--- src/design/tmrs_pkg.sv ---
package tmrs_pkg;

  localparam int unsigned MAX_KEEP_DEF = 64;

  localparam int unsigned SAMPLE_W = 32;
  localparam int unsigned VAL_W    = 31;
  localparam int unsigned KLIM_W   = 7;
  localparam int unsigned PEN_W    = 31;
  localparam int unsigned POS_W    = 32;
  localparam int unsigned PROD_W   = POS_W + PEN_W;
  localparam int unsigned BEST_W   = 63;
  localparam int unsigned CFG_W    = 31;
  localparam int unsigned CFG_IDX_W = 1;

  localparam logic [CFG_IDX_W-1:0] CFG_KEEP_LIMIT = 1'b0;
  localparam logic [CFG_IDX_W-1:0] CFG_PENALTY    = 1'b1;

  localparam logic [KLIM_W-1:0] KEEP_LIMIT_RST = 7'd1;

  // Broadcast to every cell of the sorted chain.
  typedef struct packed {
    logic             ins_en;
    logic             evict;
    logic [VAL_W-1:0] value;
  } cell_ctrl_t;

endpackage

--- src/design/tmrs_cell.sv ---
module tmrs_cell import tmrs_pkg::*; (
  input  logic             clk_i,
  input  cell_ctrl_t       ctrl_i,
  input  logic             occupied_i,
  input  logic             left_gt_i,
  input  logic [VAL_W-1:0] left_val_i,
  input  logic [VAL_W-1:0] right_ins_i,
  output logic [VAL_W-1:0] val_o,
  output logic             gt_o,
  output logic [VAL_W-1:0] ins_o
);

  logic [VAL_W-1:0] val_q;
  logic [VAL_W-1:0] val_d;

  // An empty cell never reports greater-than, so it does not shift its right neighbour.
  assign gt_o = occupied_i && (val_q > ctrl_i.value);

  // Value of this slot once the new word has been inserted.
  always_comb begin
    if (left_gt_i) begin
      ins_o = left_val_i;
    end else if (gt_o || !occupied_i) begin
      ins_o = ctrl_i.value;
    end else begin
      ins_o = val_q;
    end
  end

  // Eviction of the smallest entry shifts the whole chain down by one.
  assign val_d = ctrl_i.evict ? right_ins_i : ins_o;

  always_ff @(posedge clk_i) begin
    if (ctrl_i.ins_en) begin
      val_q <= val_d;
    end
  end

  assign val_o = val_q;

endmodule

--- config.mk ---
export PLATFORM = sky130hd
export DESIGN_NAME = tmrs_cell
export DESIGN_NICKNAME = d
export VERILOG_FILES = /design/src/design/tmrs_pkg.sv /design/src/design/tmrs_cell.sv
export SDC_FILE = /design/constraint.sdc
export NUM_CORES = 1
export LEC_CHECK = 0
export ABC_CLOCK_PERIOD_IN_PS = 2700
export BUFFER_PORTS_ARGS = -buffer_cell sky130_fd_sc_hd__buf_2
export CAP_MARGIN = 15
export CELL_PAD_IN_SITES_DETAIL_PLACEMENT = 1
export CELL_PAD_IN_SITES_GLOBAL_PLACEMENT = 1
export CORE_ASPECT_RATIO = 0.75
export CORE_MARGIN = 10
export CORE_UTILIZATION = 32
export CTS_CLUSTER_DIAMETER = 80
export DETAILED_ROUTE_END_ITERATION = 16
export PLACE_DENSITY = 0.83
export SLEW_MARGIN = 5
export SYNTH_ARGS = -nofsm -noshare
export SYNTH_HDL_FRONTEND = slang
export SYNTH_SLANG_ARGS = --single-unit
--- constraint.sdc ---
create_clock -name clk_i -period 2.7 [get_ports clk_i]
set_input_delay 0.405 -clock clk_i [delete_from_list [all_inputs] [get_ports clk_i]]
set_output_delay 0.405 -clock clk_i [all_outputs]
set_load 0.02 [all_outputs]
==> summary.md <==
| Metric | Value |
|---|---|
| Vias/cell | `5.715` |
| Most Frequent Cell on Critical Path | `buf_12` |
| Total Wirelength | `20,230 um` |
| Final Hold Vio Count | `0` |
| Layout cells sized above 1 | `between 50% and 60%` |
| Placed Instances | `approximately 830` |
| Pins Over Slew Limit | `0` |
| Reg2reg setup slack | `-0.43 ns` |
| Final worst-path cycle share | `124.5%` |
| R2r startpoint | `val_o[27]` |
| Die Y | `116.7 um` |
| Critical Path AT | `2.96 ns` |
| Commonest non-fill, non-tap cell in the layout | `buf_2` |
| Fin worst setup slack | `-0.6608 ns` |
| Post-DR wirelength/cell | `23.09 um` |
| Failing checks | `setup timing` |
| Worst flop-to-flop path endpoint | `val_o[3]` |
| Synth Area per Inst | `around 8.3 um2` |
| Crit path required time | `2.30 ns` |
| Tmin final | `3.361 ns` |
| Main synth FF type | `edfxtp_1` |
| RSZ-0062 raised after global routing | `yes` |
| Hold WC Path Type | `primary input to register` |
| Worst-path cell chain | `ha_1 > nand4_1 > o21bai_2 > or3_4 > nor4bb_4 > buf_12 > buf_12 > a2111oi_4 > a211oi_2 > buf_4` |
| Pre-CTS setup slack | `-0.6363 ns` |
| Hold path endpoint | `val_o[20]` |
| Post-synth EDFFs | `31` |
| HP Start | `ctrl_i[20]` |
| Longest Clk Path Bufs | `2` |
| Estimated wirelength of the detail-placed design | `12,730 um` |
| Synthesized instance count | `479` |
| Initial core utilization | `roughly 33%` |
| Clock transition at the registers of the reported paths | `0.05 ns` |
| Grt ovf | `0` |
| Worst-margin pin slew | `roughly 0.8 ns` |
| Endpoints failing setup | `63` |
| Hold Buf Count CTS | `0` |
| FMAX | `between 200 and 300 MHz` |
| Reg2reg path depth | `13` |
| Port-buffer cells | `160` |
| Post-layout nets | `840` |
| Initial antenna violation count | `0` |
| CTS buffer count | `5` |
| Row cnt | `35` |
| Largest net degree at the start of global routing | `between 60 and 70` |
| Cell area after layout | `7184 um2` |
| Full die area | `17,370 um2` |
| TritonCTS clock tree | `built` |
| DR iter-0 viols | `~220` |
| Worst slew margin | `45.75%` |
| Max_cap viols | `0` |
| DR pass1 iterations | `4` |
| Post-Layout Cell Count | `876` |
| Cell leakage power | `2.794 nW` |
| Drt drc | `0` |
| Maximum VDD drop | `about 0.25 mV` |
| Area of the mapped netlist | `approximately 4000 um2` |
| Vias | `5,006` |
| First-pass GRT wire length | `29,660 um` |
| H-tree levels | `2` |
| Dpl cell area | `5612 um2` |
| Worst Hold Depth | `3` |
| Core Region | `about 12,000 um2` |
| Slowest-stage cell, CP | `edfxtp_1` |
| Clock sinks | `31` |
| Synth-to-layout area growth | `80.23%` |
| RD Place Congestion | `0.7941` |
| Number of global-route vias before repair | `5,532` |
| Yosys cell types | `34` |
| Status | `complete, but fails checks` |
| Ys async rst share | `0%` |
| Io pins | `161` |
| Max reg flops | `31` |
| Design Power | `2.954 mW` |
| CTS Root Cell | `clkbuf_16` |
| Util after Layout | `58.80%` |
| Die width | `148.9 um` |
| GR Util All Layers | `20.87%` |
| Setup Skew | `between 0.005 and 0.006 ns` |
| Ys Warns | `0` |
| Clock Latency Late Sink | `0.27 ns` |
| # fillers | `1,387` |
| N_diodes | `0` |
| Post-synthesis register bit count | `31` |
| Worst Setup Path Type | `register to primary output` |
| PD cells | `between 400 and 500 nW/um2` |
| Max FO, Critical Path | `7` |
| Most frequent cells in the layout | `129 x buf_2, 102 x buf_4, 97 x nor2_1` |
| Slowest stage delay, CP | `0.42 ns` |
| Crit path capture type | `primary output` |
| Mapped Nets | `roughly 610` |
| Register area share after synthesis | `23.35%` |
| Antenna Violating Nets Remaining | `0` |
| Startpoint Class | `register` |
kinds of logic after synthesis:
| logic type | share of synthesized area (%) |
|---|---|
| AO/OA/AOI/OAI | 38.17 |
| AND/OR/NAND/NOR | 18.02 |
| buffers and inverters | 10.73 |
| adder cells (fa/ha/maj) | 9.730 |
| flip-flops | 23.35 |
worst max-delay path: cells and delay by family (launching register included):
| family | cells | cell delay [ns] |
|---|---|---|
| AND/OR/NAND/NOR | 3 | 0.92 |
| adder cells (fa/ha/maj) | 1 | 0.34 |
| AO/OA/AOI/OAI | 3 | 0.45 |
| flip-flops | 1 | 0.42 |
| buffers and inverters | 3 | 0.55 |
power by group:
group	internal [mW]	switching [mW]	total (mW)
combinational	0.835	0.967	1.80
clock	0.332	0.202	0.533
sequential	0.588	0.0303	0.618
stage by stage:
step,hold slack (ns),TNS (ns)
6_report,0.5553,-26.89
5_1_grt,0.5865,-31.16
4_1_cts,0.5570,-21.53
3_5_place_dp,0.8253,-28.46
3_3_place_gp,0.8115,-26.60
2_1_floorplan,0.5175,-7.089
cell type report:
class	instances	area, um2	area share (%)
flip-flops and latches	31	930.9	12.96
inverters	31	116.4	1.620
multi-input cells	366	3666	51.03
repair buffers	276	2135	29.71
well taps	166	207.7	2.891
clock buffers	6	128.9	1.794
per-layer routing:
layer	GRT usage, %	share of wire [%]
met5	0	0
met4	5.806	2.9
met3	4.723	6.4
met2	39.01	50
met1	23.27	41
worst max path at each step:
stage	to	slack, ns	startpoint	cells after the start
2_1_floorplan	ins_o[12]	-0.28	val_o[28]	9
3_3_place_gp	ins_o[6]	-0.57	ctrl_i[16]	14
3_5_place_dp	ins_o[0]	-0.64	ctrl_i[14]	10
4_1_cts	ins_o[8]	-0.58	val_o[27]	10
5_1_grt	ins_o[9]	-0.74	val_o[4]	9
6_report	ins_o[8]	-0.66	val_o[27]	10
synth_stat cells, types with 5 or more instances:
cell type / instances / area (um2)
a211oi_1: 24 / 180.2
inv_1: 31 / 116.4
nand4_1: 5 / 31.28
a2111oi_0: 61 / 534.3
clkbuf_1: 32 / 120.1
nor2b_1: 31 / 193.9
ha_1: 31 / 387.9
nand2_1: 5 / 18.77
a211oi_2: 40 / 500.5
nand3_1: 5 / 25.02
edfxtp_1: 31 / 930.9
nor2_1: 97 / 364.1
a21oi_1: 44 / 220.2
buf_6: 15 / 168.9
repair_timing:
item	4_1_cts	5_1_grt
buffers inserted	23	12
endpoints found under the setup margin	63	63
pin swaps	15	21
gates resized for setup	159	59
gates cloned	6	2
Note: power is estimated with default switching activity, not from simulation.
